===== src/sws_pkg.sv =====
package sws_pkg;

   localparam int SYMBOL_W   = 8;
   localparam int MODE_W     = 2;
   localparam int REQ_DATA_W = 8;
   localparam int REQ_USER_W = 2;
   localparam int RSP_DATA_W = 8;
   localparam int RSP_BITS   = 3;

   localparam logic [MODE_W-1:0] MODE_CLEAR   = 2'd0;
   localparam logic [MODE_W-1:0] MODE_PATTERN = 2'd1;
   localparam logic [MODE_W-1:0] MODE_TEXT    = 2'd2;

   typedef enum logic [3:0] {
      ST_IDLE,
      ST_DECODE,
      ST_CLEAR,
      ST_SIMPLE,
      ST_PAT_RD,
      ST_PAT_UPD,
      ST_TXT_OLD,
      ST_TXT_UPD_OLD,
      ST_TXT_RD_S,
      ST_TXT_UPD_S,
      ST_PUSH
   } state_type;

   // controller -> datapath
   typedef struct packed {
      logic load;     // capture accepted item
      logic clear;    // wipe search state
      logic simple;   // item with no memory traffic
      logic pat_upd;  // pattern byte: write balance, bump counts
      logic old_rd;   // read balance of evicted byte
      logic old_upd;  // evicted byte: balance + 1
      logic s_upd;    // new text byte: balance - 1, slide window
      logic push;     // move result into output register
   } cmd_type;

   // datapath -> controller
   typedef struct packed {
      logic [MODE_W-1:0] mode;
      logic              pat_ok;
      logic              len_zero;
      logic              evict;
      logic              out_free;
   } sts_type;

endpackage


===== src/sws_ctrl.sv =====
module sws_ctrl (
   input  logic              clock,
   input  logic              reset,
   input  logic              req_tvalid,
   output logic              req_tready,
   input  sws_pkg::sts_type  sts,
   output sws_pkg::cmd_type  cmd
);

   sws_pkg::state_type state_ff;
   sws_pkg::state_type state_in;

   always_ff @(posedge clock) begin
      if (reset) begin
         state_ff <= sws_pkg::ST_IDLE;
      end else begin
         state_ff <= state_in;
      end
   end

   // next state
   always_comb begin
      state_in = state_ff;
      case (state_ff)
         sws_pkg::ST_IDLE: begin
            if (req_tvalid) state_in = sws_pkg::ST_DECODE;
         end
         sws_pkg::ST_DECODE: begin
            case (sts.mode)
               sws_pkg::MODE_CLEAR: begin
                  state_in = sws_pkg::ST_CLEAR;
               end
               sws_pkg::MODE_PATTERN: begin
                  state_in = sts.pat_ok ? sws_pkg::ST_PAT_RD : sws_pkg::ST_SIMPLE;
               end
               sws_pkg::MODE_TEXT: begin
                  if (sts.len_zero) begin
                     state_in = sws_pkg::ST_SIMPLE;
                  end else if (sts.evict) begin
                     state_in = sws_pkg::ST_TXT_OLD;
                  end else begin
                     state_in = sws_pkg::ST_TXT_RD_S;
                  end
               end
               default: state_in = sws_pkg::ST_SIMPLE;
            endcase
         end
         sws_pkg::ST_CLEAR:       state_in = sws_pkg::ST_PUSH;
         sws_pkg::ST_SIMPLE:      state_in = sws_pkg::ST_PUSH;
         sws_pkg::ST_PAT_RD:      state_in = sws_pkg::ST_PAT_UPD;
         sws_pkg::ST_PAT_UPD:     state_in = sws_pkg::ST_PUSH;
         sws_pkg::ST_TXT_OLD:     state_in = sws_pkg::ST_TXT_UPD_OLD;
         sws_pkg::ST_TXT_UPD_OLD: state_in = sws_pkg::ST_TXT_RD_S;
         sws_pkg::ST_TXT_RD_S:    state_in = sws_pkg::ST_TXT_UPD_S;
         sws_pkg::ST_TXT_UPD_S:   state_in = sws_pkg::ST_PUSH;
         sws_pkg::ST_PUSH: begin
            if (sts.out_free) state_in = sws_pkg::ST_IDLE;
         end
         default: state_in = sws_pkg::ST_IDLE;
      endcase
   end

   // outputs
   always_comb begin
      cmd        = '0;
      req_tready = 1'b0;
      case (state_ff)
         sws_pkg::ST_IDLE: begin
            req_tready = 1'b1;
            cmd.load   = req_tvalid;
         end
         sws_pkg::ST_CLEAR:       cmd.clear   = 1'b1;
         sws_pkg::ST_SIMPLE:      cmd.simple  = 1'b1;
         sws_pkg::ST_PAT_UPD:     cmd.pat_upd = 1'b1;
         sws_pkg::ST_TXT_OLD:     cmd.old_rd  = 1'b1;
         sws_pkg::ST_TXT_UPD_OLD: cmd.old_upd = 1'b1;
         sws_pkg::ST_TXT_UPD_S:   cmd.s_upd   = 1'b1;
         sws_pkg::ST_PUSH:        cmd.push    = sts.out_free;
         default: ;
      endcase
   end

endmodule


===== config.mk =====
export PLATFORM = sky130hd
export DESIGN_NAME = sws_ctrl
export DESIGN_NICKNAME = d
export VERILOG_FILES = /design/src/sws_pkg.sv /design/src/sws_ctrl.sv
export SDC_FILE = /design/constraint.sdc
export NUM_CORES = 1
export LEC_CHECK = 0
export BUFFER_PORTS_ARGS = -buffer_cell sky130_fd_sc_hd__buf_2
export CAP_MARGIN = 20
export CORE_AREA = 8 8 45 47
export CTS_CLUSTER_DIAMETER = 100
export CTS_CLUSTER_SIZE = 40
export DETAILED_ROUTE_END_ITERATION = 16
export DIE_AREA = 0 0 53 55
export PLACE_DENSITY = 0.58
export SLEW_MARGIN = 5
export SYNTH_ARGS = -nofsm -noshare
export SYNTH_HDL_FRONTEND = slang
export SYNTH_SLANG_ARGS = --single-unit

===== constraint.sdc =====
create_clock -name clock -period 4.6 [get_ports clock]
set_clock_uncertainty 0.15 [all_clocks]
set_input_delay 0.92 -clock clock [delete_from_list [all_inputs] [get_ports clock]]
set_output_delay 0.92 -clock clock [all_outputs]
set_load 0.005 [all_outputs]

==> flow_metrics.tcl, run 1 <==
set metrics [dict create \
    worst_ep_required_time_ns 3.53 \
    ctsResizeCount 0 \
    synth_cells 55 \
    syn_area_um2 374 \
    via_count 433 \
    htreeDepth 1 \
    overflow 0 \
    slew_violations 0 \
    antenna_cells 0 \
    syn2layout_area_growth_pct 28.1 \
    die_y_um 55 \
    cts_setup_buffers 0 \
    totalWireLength_um 995 \
    ant_nets 0 \
    synth_top_family_by_area "simple AND/OR/NAND/NOR gates" \
    avgRoutedWirePerCell_um 11.4 \
    synth_fp_nets 64 \
    yosysTopAreaCell "dfxtp_1" \
    top_regs "state_ff x4" \
    largest_reg_flops 4 \
    relSlewSlack_pct 67.4 \
    synth_edf_count 0 \
    cp.arrival_ns 1.40 \
    synth_cell_types 29 \
    cts_sinks 4 \
    top_register "state_ff" \
    placed_cell_area_um2 457 \
    finalHoldViolations 0 \
    grt_pass1_vias 419 \
    fin_tns_setup_ns 0 \
    async_flop_share_pct 0 \
    syn_area_per_cell_um2 6.80 \
    synth_top_cell_area_share_pct 21.4 \
    rsz0062_at_grt "no" \
    drtIter0Drc 0 \
    status "finished clean" \
    synth_xor_area_share_pct 0 \
    start_util_pct 27.0 \
    worst-setup-path-type "flip-flop to primary output" \
    coreArea_um2 1380 \
    synthMuxAreaShare_pct 0 \
    synth_seq_cells 4 \
    clk_pin_slew_worst_paths_ns 0.04 \
    tightest_slew_ns 0.488 \
    cts_tree "done" \
    synthSimpleGateAreaFrac_pct 42.8 \
    synth-compound-area-share_pct 26.8 \
    grt_use_total_pct 7.37 \
    power.density_nw_per_um2 340 \
    clockBufferDepth 2 \
    critPathLaunchType "flip-flop" \
    drc 0 \
    drive_above_1_share_pct 31.0 \
    clock_latency_ns 0.23 \
    setup_viol_count_final 0 \
    place.gp.congestion 0.710 \
    post-route-period-util_pct 53.6 \
    worst_setup_path_end_kind "primary output" \
    grt_max_degree 17 \
    cts_buffers 3 \
    ys.flop_type "dfxtp_1" \
    yosysMostFrequentCell "nor2_1" \
    antenna_found_initial 0 \
    cts.hold.buffers_added 0 \
    fin_nets 82 \
    max_cap_viol_count 0 \
    fill_cells 161 \
    crit_fanout 12 \
    ir_worst_vdd_mv 0.117 \
    drtPass1Iterations 1 \
    synth_top_cells_by_count "nor2_1 (9), a21oi_1 (4), dfxtp_1 (4), nand2_1 (4)" \
    ys_seq_area_share_pct 21.4 \
    fmax_ghz 0.405 \
    die_w_um 53 \
    clockRootBuffer "clkbuf_4" \
    fin_area_um2 479 \
    synth_area_leaders "dfxtp_1 (21%), nor2_1 (9.0%), a21oi_1 (5.4%), nor3_1 (4.0%), o21ai_0 (4.0%)" \
    rrSetupSlack_ns 2.85 \
    hp-class "flip-flop to flip-flop" \
    synthAdderAreaFrac_pct 0 \
    port_buffers 17 \
    ys_warn_count 0 \
    cellLeakagePower_nw 0.207 \
    io_pins 18 \
    min_period_ns 2.47 \
    grt_pass1_wl_um 1590 \
    place.detailed.hpwl_um 786 \
    via_per_inst 4.98 \
    dieArea_um2 2920 \
    rows 14 \
]
[per-layer routing]
metal,track usage [%],vias to the layer above,share of wire (%)
met5,0,-,0
met4,7.33,0,0.60
met3,1.87,2,10
met2,13.1,10,49
met1,6.67,186,40
li1,-,235,-
[cell families (layout without fill, tap and decap cells)]
| family | after synthesis | after routing |
|---|---|---|
| buffers and inverters | 7 | 23 |
| AOI/OAI and AO/OA | 15 | 15 |
| DFF | 4 | 4 |
| and+or+nand+nor | 29 | 29 |
[path summary, 6_finish.rpt]
path / endpoint / start / cells past startpoint
min reg2reg: state_ff[1] / state_ff[1] / 2
min: state_ff[1] / state_ff[1] / 2
max: cmd[7] / state_ff[3] / 4
max reg2reg: state_ff[0] / state_ff[3] / 3
[report_power, final]
| group | switching (mW) | leakage [nW] | internal (mW) |
|---|---|---|---|
| Combinational | 0.0317 | 0.161 | 0.0320 |
| Clock | 0.0126 | 0.0138 | 0.0291 |
| Sequential | 0.0168 | 0.0328 | 0.0410 |
[placed cells by master, fill, tap and decap left out, types with 2 or more instances in the layout]
cell type | synthesis | final
buf_2 | 0 | 17
nor2_1 | 9 | 9
nand2_1 | 4 | 4
a21oi_1 | 4 | 4
dfxtp_1 | 4 | 4
nor3_1 | 3 | 3
inv_1 | 3 | 3
o21ai_0 | 3 | 3
clkbuf_4 | 0 | 3
nor4_1 | 2 | 2
[through the flow]
stage / std cells / power [mW] / util (%) / setup slack (ns) / hold WS, ns
finish: 87 / 0.163 / 34.6 / 2.13 / 0.453
floorplan: 55 / 0.106 / - / 2.43 / 0.375
CTS: 87 / 0.167 / 34.6 / 2.12 / 0.456
detailed placement: 84 / 0.123 / 33.0 / 2.19 / 0.450
global route: 87 / 0.177 / 34.6 / 2.03 / 0.498
global placement: 84 / 0.122 / 33.0 / 2.20 / 0.451
[layout make-up]
cell class	instances	area, um^2	area share (%)
well taps	16	20.0	4.18
repair buffers	17	85.1	17.8
flip-flops and latches	4	80.1	16.7
multi-input cells	44	260	54.3
inverters	3	11.3	2.35
clock buffers	3	22.5	4.70
[critical path, stage by stage, from the launching register on]
cell and delay (ns):
dfxtp_1 0.40, or2_1 0.34, nor3_1 0.18, and2_1 0.14, buf_2 0.10
No activity file was read; power rests on OpenSTA's default activity.
==> run 2, diff against run 1 <==
==> constraint.sdc (replaced) <==
create_clock -name clock -period 2.5 [get_ports clock]
set_clock_uncertainty 0.15 [all_clocks]
set_input_delay 0.5 -clock clock [delete_from_list [all_inputs] [get_ports clock]]
set_output_delay 0.5 -clock clock [all_outputs]
set_load 0.005 [all_outputs]
==> run 2 against run 1 <==
- clock power increased by 86%
- via count up 2.8%
- sequential power increased by 83%
- cell count stayed put
- worst hold slack lost 0.10 ns
- die area is the same
- sequential share of layout area stayed put
- cell area unchanged
==> flow_metrics.tcl, run 2 (synthesized netlist as in run 1, its figures left out) <==
set metrics [dict create \
    status "finished clean" \
    slew_violations 0 \
    top_layer_used "met4" \
    drc 0 \
    tightest_slew_ns 0.474 \
    critPathLaunchType "flip-flop" \
    fin_nets 82 \
    rsz0062_at_grt "no" \
    largest_reg_flops 4 \
    worstHoldStart "reset" \
    worst_setup_path_end_kind "primary output" \
    clockBufferDepth 2 \
    crit_fanout 12 \
    rows 14 \
    placed_cell_area_um2 457 \
    worst-setup-path-type "flip-flop to primary output" \
    via_count 445 \
    dr_wl_met2_um 483 \
    clk_pin_slew_worst_paths_ns 0.04 \
    via_per_inst 5.11 \
    final_cell_mix "buf_2 (17), nor2_1 (9), nand2_1 (4), a21oi_1 (4), dfxtp_1 (4)" \
    ctsResizeCount 0 \
    cts_sinks 4 \
    p_int_mw 0.188 \
    grt_pass1_vias 421 \
    cts_tree "done" \
    place.detailed.hpwl_um 820 \
    htreeDepth 1 \
    syn2layout_area_growth_pct 28.1 \
    place.gp.congestion 0.740 \
    antenna_cells 0 \
    setup_viol_count_final 0 \
    max_cap_viol_count 0 \
    drive_above_1_share_pct 31.0 \
    cp.arrival_ns 1.38 \
    hp-class "primary input to flip-flop" \
    post-route-period-util_pct 81.2 \
    die_w_um 53 \
    grt_max_degree 17 \
    cellLeakagePower_nw 0.207 \
    port_buffers 17 \
    grt_pass1_wl_um 1650 \
    switching_power_mw 0.111 \
    top_regs "state_ff x4" \
    ant_nets 0 \
    io_pins 18 \
    relSlewSlack_pct 68.3 \
    totalWireLength_um 1000 \
    mostFrequentLayoutCell "buf_2" \
    coreArea_um2 1380 \
    clockRootBuffer "clkbuf_4" \
    drtPass1Iterations 4 \
    power.density_nw_per_um2 625 \
    top_register "state_ff" \
    avgRoutedWirePerCell_um 11.5 \
    seqPwrFrac_pct 35.3 \
    cts_setup_buffers 0 \
    fin_area_um2 479 \
    clock_latency_ns 0.23 \
    fmax_ghz 0.493 \
    swShare_pct 37.2 \
    clkPwrFrac_pct 25.8 \
    regToRegStartpoint "state_ff[3]" \
    comb_power_share_pct 38.9 \
    rrSetupSlack_ns 0.77 \
    ir_worst_vdd_mv 0.210 \
    critPathLaunch "state_ff[3]" \
    cts.hold.buffers_added 0 \
    finalPower_mw 0.299 \
    start_util_pct 27.0 \
    overflow 0 \
    worst_ep_required_time_ns 1.85 \
    min_period_ns 2.03 \
    fin_tns_setup_ns 0 \
    die_y_um 55 \
    grt_use_total_pct 7.65 \
    cts_buffers 3 \
    drt-met1-wl_um 388 \
    drtIter0Drc 7 \
    dieArea_um2 2920 \
    antenna_found_initial 0 \
    wl_met3_um 119 \
    finalHoldViolations 0 \
]
## run 2: critical path, cell delays in order, from the launching register on
cell and delay, ns:
dfxtp_1 0.40, or2_1 0.32, nor3_1 0.18, and2_1 0.14, buf_2 0.10
## run 2: metal layers
metal / GRT usage (%) / vias to the layer above
met4: 6.47 / 0
li1: - / 231
met2: 13.3 / 14
met5: 0 / -
met3: 2.41 / 2
met1: 7.29 / 198
## run 2: per-stage QoR
step           std cells  util [%]  worst slack, ns  hold slack (ns)
2_1_floorplan         55         -            0.785            0.375
3_3_place_gp          84      33.0            0.752            0.448
3_5_place_dp          84      33.0            0.713            0.460
4_1_cts               87      34.6            0.459            0.348
5_1_grt               87      34.6            0.325            0.365
6_report              87      34.6            0.470            0.352
## run 2: final timing paths
kind                 endpoint  cells past startpoint
setup / recovery       cmd[7]                      4
hold / removal    state_ff[0]                      2
setup reg to reg  state_ff[0]                      3
hold reg to reg   state_ff[1]                      2
## run 2: layout make-up
type | instances | area [um^2]
flip-flops and latches | 4 | 80.1
fillers | 162 | 905
inverters | 3 | 11.3
repair buffers | 17 | 85.1
multi-input cells | 44 | 260
clock buffers | 3 | 22.5
well taps | 16 | 20.0
## run 2: power by group through the flow
| stage | Clock, mW | Sequential [mW] | Combinational (mW) |
|---|---|---|---|
| 3_3_place_gp | 0 | 0.105 | 0.117 |
| 5_1_grt | 0.0826 | 0.109 | 0.135 |
| 3_5_place_dp | 0 | 0.106 | 0.119 |
| 4_1_cts | 0.0833 | 0.105 | 0.119 |
| 2_1_floorplan | 0 | 0.0855 | 0.110 |
| 6_report | 0.0773 | 0.106 | 0.117 |
==> run 3, diff against run 2 <==
--- a/config.mk
+++ b/config.mk
@@ -5,6 +5,7 @@
 export SDC_FILE = /design/constraint.sdc
 export NUM_CORES = 1
 export LEC_CHECK = 0
+export ABC_AREA = 1
 export BUFFER_PORTS_ARGS = -buffer_cell sky130_fd_sc_hd__buf_2
 export CAP_MARGIN = 20
 export CORE_AREA = 8 8 45 47
@@ -12,7 +13,7 @@
 export CTS_CLUSTER_SIZE = 40
 export DETAILED_ROUTE_END_ITERATION = 16
 export DIE_AREA = 0 0 53 55
-export PLACE_DENSITY = 0.58
+export PLACE_DENSITY = 0.63
 export SLEW_MARGIN = 5
 export SYNTH_ARGS = -nofsm -noshare
 export SYNTH_HDL_FRONTEND = slang
==> constraint.sdc (replaced) <==
create_clock -name clock -period 1.95 [get_ports clock]
set_clock_uncertainty 0.15 [all_clocks]
set_input_delay 0.39 -clock clock [delete_from_list [all_inputs] [get_ports clock]]
set_output_delay 0.39 -clock clock [all_outputs]
set_load 0.005 [all_outputs]
==> run 3 against run 2 <==
- register-to-register slack got worse by 0.15 ns
- clock power rose by 28%
- sequential share of layout area fell by 2.2 points
- largest power group unchanged
==> flow_metrics.tcl, run 3 <==
set metrics [dict create \
    synth_cell_types 17 \
    top_regs "state_ff x4" \
    synth_edf_count 0 \
    synth_fp_nets 87 \
    cp.arrival_ns 1.22 \
    via_count 495 \
    synth_area_leaders "dfxtp_1 (18%), nand2_1 (18%), inv_1 (11%), nor2_1 (10%), nor2_2 (8.6%)" \
    top_register "state_ff" \
    antenna_cells 0 \
    worstHoldStart "reset" \
    syn2layout_area_growth_pct 26.7 \
    die_y_um 55 \
    ys_seq_area_share_pct 18.4 \
    pre_cts_ws_ns 0.442 \
    synth_cells 78 \
    crit_fanout 8 \
    ctsResizeCount 0 \
    worst_ep_required_time_ns 1.41 \
    ys.flop_type "dfxtp_1" \
    via_per_inst 4.38 \
    cts_sinks 4 \
    fin_nets 108 \
    totalWireLength_um 1050 \
    synth_top_cell_area_share_pct 18.4 \
    grt_pass1_wl_um 1860 \
    finalPower_mw 0.722 \
    grt_pass1_vias 491 \
    clk_pin_slew_worst_paths_ns 0.04 \
    place.gp.congestion 0.767 \
    hp-class "primary input to flip-flop" \
    dp_cells 110 \
    tightest_slew_ns 0.409 \
    avgRoutedWirePerCell_um 9.31 \
    syn_area_per_cell_um2 5.58 \
    coreArea_um2 1380 \
    syn_area_um2 435 \
    fin_cells 113 \
    clockBufferDepth 2 \
    rsz0062_at_grt "no" \
    clockRootBuffer "clkbuf_4" \
    yosysTopAreaCell "dfxtp_1" \
    layout_setup_ws_ns 0.190 \
    power.density_nw_per_um2 1310 \
    critPathLaunch "state_ff[0]" \
    rows 14 \
    dieArea_um2 2920 \
    place.detailed.hpwl_um 924 \
    yosysMostFrequentCell "nand2_1" \
    grt_max_degree 9 \
    cts_setup_buffers 0 \
    max_cap_viol_count 0 \
    fmax_ghz 0.568 \
    slew_violations 0 \
    io_pins 18 \
    synth_top_cells_by_count "nand2_1 (21), inv_1 (13), nor2_1 (12)" \
    drc 0 \
    antenna_found_initial 0 \
    cellLeakagePower_nw 0.342 \
    port_buffers 17 \
    worst-setup-path-type "flip-flop to primary output" \
    async_flop_share_pct 0 \
    ant_nets 0 \
    relSlewSlack_pct 72.7 \
    post-route-period-util_pct 90.3 \
    htreeDepth 1 \
    start_util_pct 31.5 \
    drtPass1Iterations 4 \
    largest_reg_flops 4 \
    mostFrequentLayoutCell "nand2_1" \
    drtIter0Drc 8 \
    critPathLaunchType "flip-flop" \
    finalHoldViolations 0 \
    overflow 0 \
    setup_viol_count_final 0 \
    final_cell_mix "nand2_1 (21), buf_2 (17), inv_1 (13)" \
    status "finished clean" \
    grt_use_total_pct 8.24 \
    worst_setup_path_end_kind "primary output" \
    min_period_ns 1.76 \
    regToRegStartpoint "state_ff[0]" \
    cts_tree "done" \
    clock_latency_ns 0.23 \
    fin_tns_setup_ns 0 \
    drive_above_1_share_pct 37.1 \
    cts.hold.buffers_added 0 \
    ys_warn_count 0 \
    ir_worst_vdd_mv 0.490 \
    cts_buffers 3 \
    die_w_um 53 \
    synth_seq_cells 4 \
]
[run 3: cell types whose count changed after synthesis, moves of 3 or more]
| cell | before | now |
|---|---|---|
| nand2_1 | 4 | 21 |
| nor3_1 | 3 | 0 |
| nand3_1 | 0 | 6 |
| clkbuf_1 | 3 | 0 |
| nor2_2 | 0 | 6 |
| inv_1 | 3 | 13 |
| o21ai_0 | 3 | 0 |
| inv_2 | 0 | 4 |
| nor2_1 | 9 | 12 |
[run 3: layout make-up]
type / instances / area [um^2]
Clock buffer: 3 / 22.5
Fill cell: 171 / 832
Inverter: 17 / 63.8
Multi-Input combinational cell: 56 / 280
Sequential cell: 4 / 80.1
Tap cell: 16 / 20.0
Timing Repair Buffer: 17 / 85.1
[run 3: metrics by stage]
step / hold slack [ns] / utilization [%] / area (um^2)
floorplan: 0.309 / - / 435
global route: 0.216 / 39.9 / 552
finish: 0.225 / 39.9 / 552
global placement: 0.400 / 38.2 / 529
detailed placement: 0.409 / 38.2 / 529
CTS: 0.223 / 39.9 / 552
[run 3: path summary, 6_finish.rpt]
check | endpoint | slack [ns] | cells after the start
max reg2reg | state_ff[1] | 0.62 | 8
min reg2reg | state_ff[1] | 0.42 | 2
max | cmd[2] | 0.19 | 3
min | state_ff[2] | 0.22 | 2
[run 3: power breakdown]
group	total (mW)	internal, mW	leakage [nW]	switching [mW]
clock	0.0988	0.0686	0.0138	0.0302
sequential	0.183	0.115	0.0328	0.0672
combinational	0.440	0.178	0.295	0.262
[run 3: logic make-up after synthesis]
family	Yosys count	synth area share, %
AND/OR/NAND/NOR	52	58.3
buffers and inverters	18	17.2
flip-flops	4	18.4
AO/OA/AOI/OAI	4	6.04
[run 3: worst max-delay path, cell delays in order, from the launching register on]
cell and delay (ns):
dfxtp_1 0.56, nand2_1 0.14, nor2_1 0.15, buf_2 0.14
[run 3: layer usage]
layer	wire length, um	GRT usage (%)	vias up
li1	-	-	272
met1	477	8.93	205
met2	482	14.3	18
met3	92	1.87	0
met4	0	5.17	0
met5	0	0	-
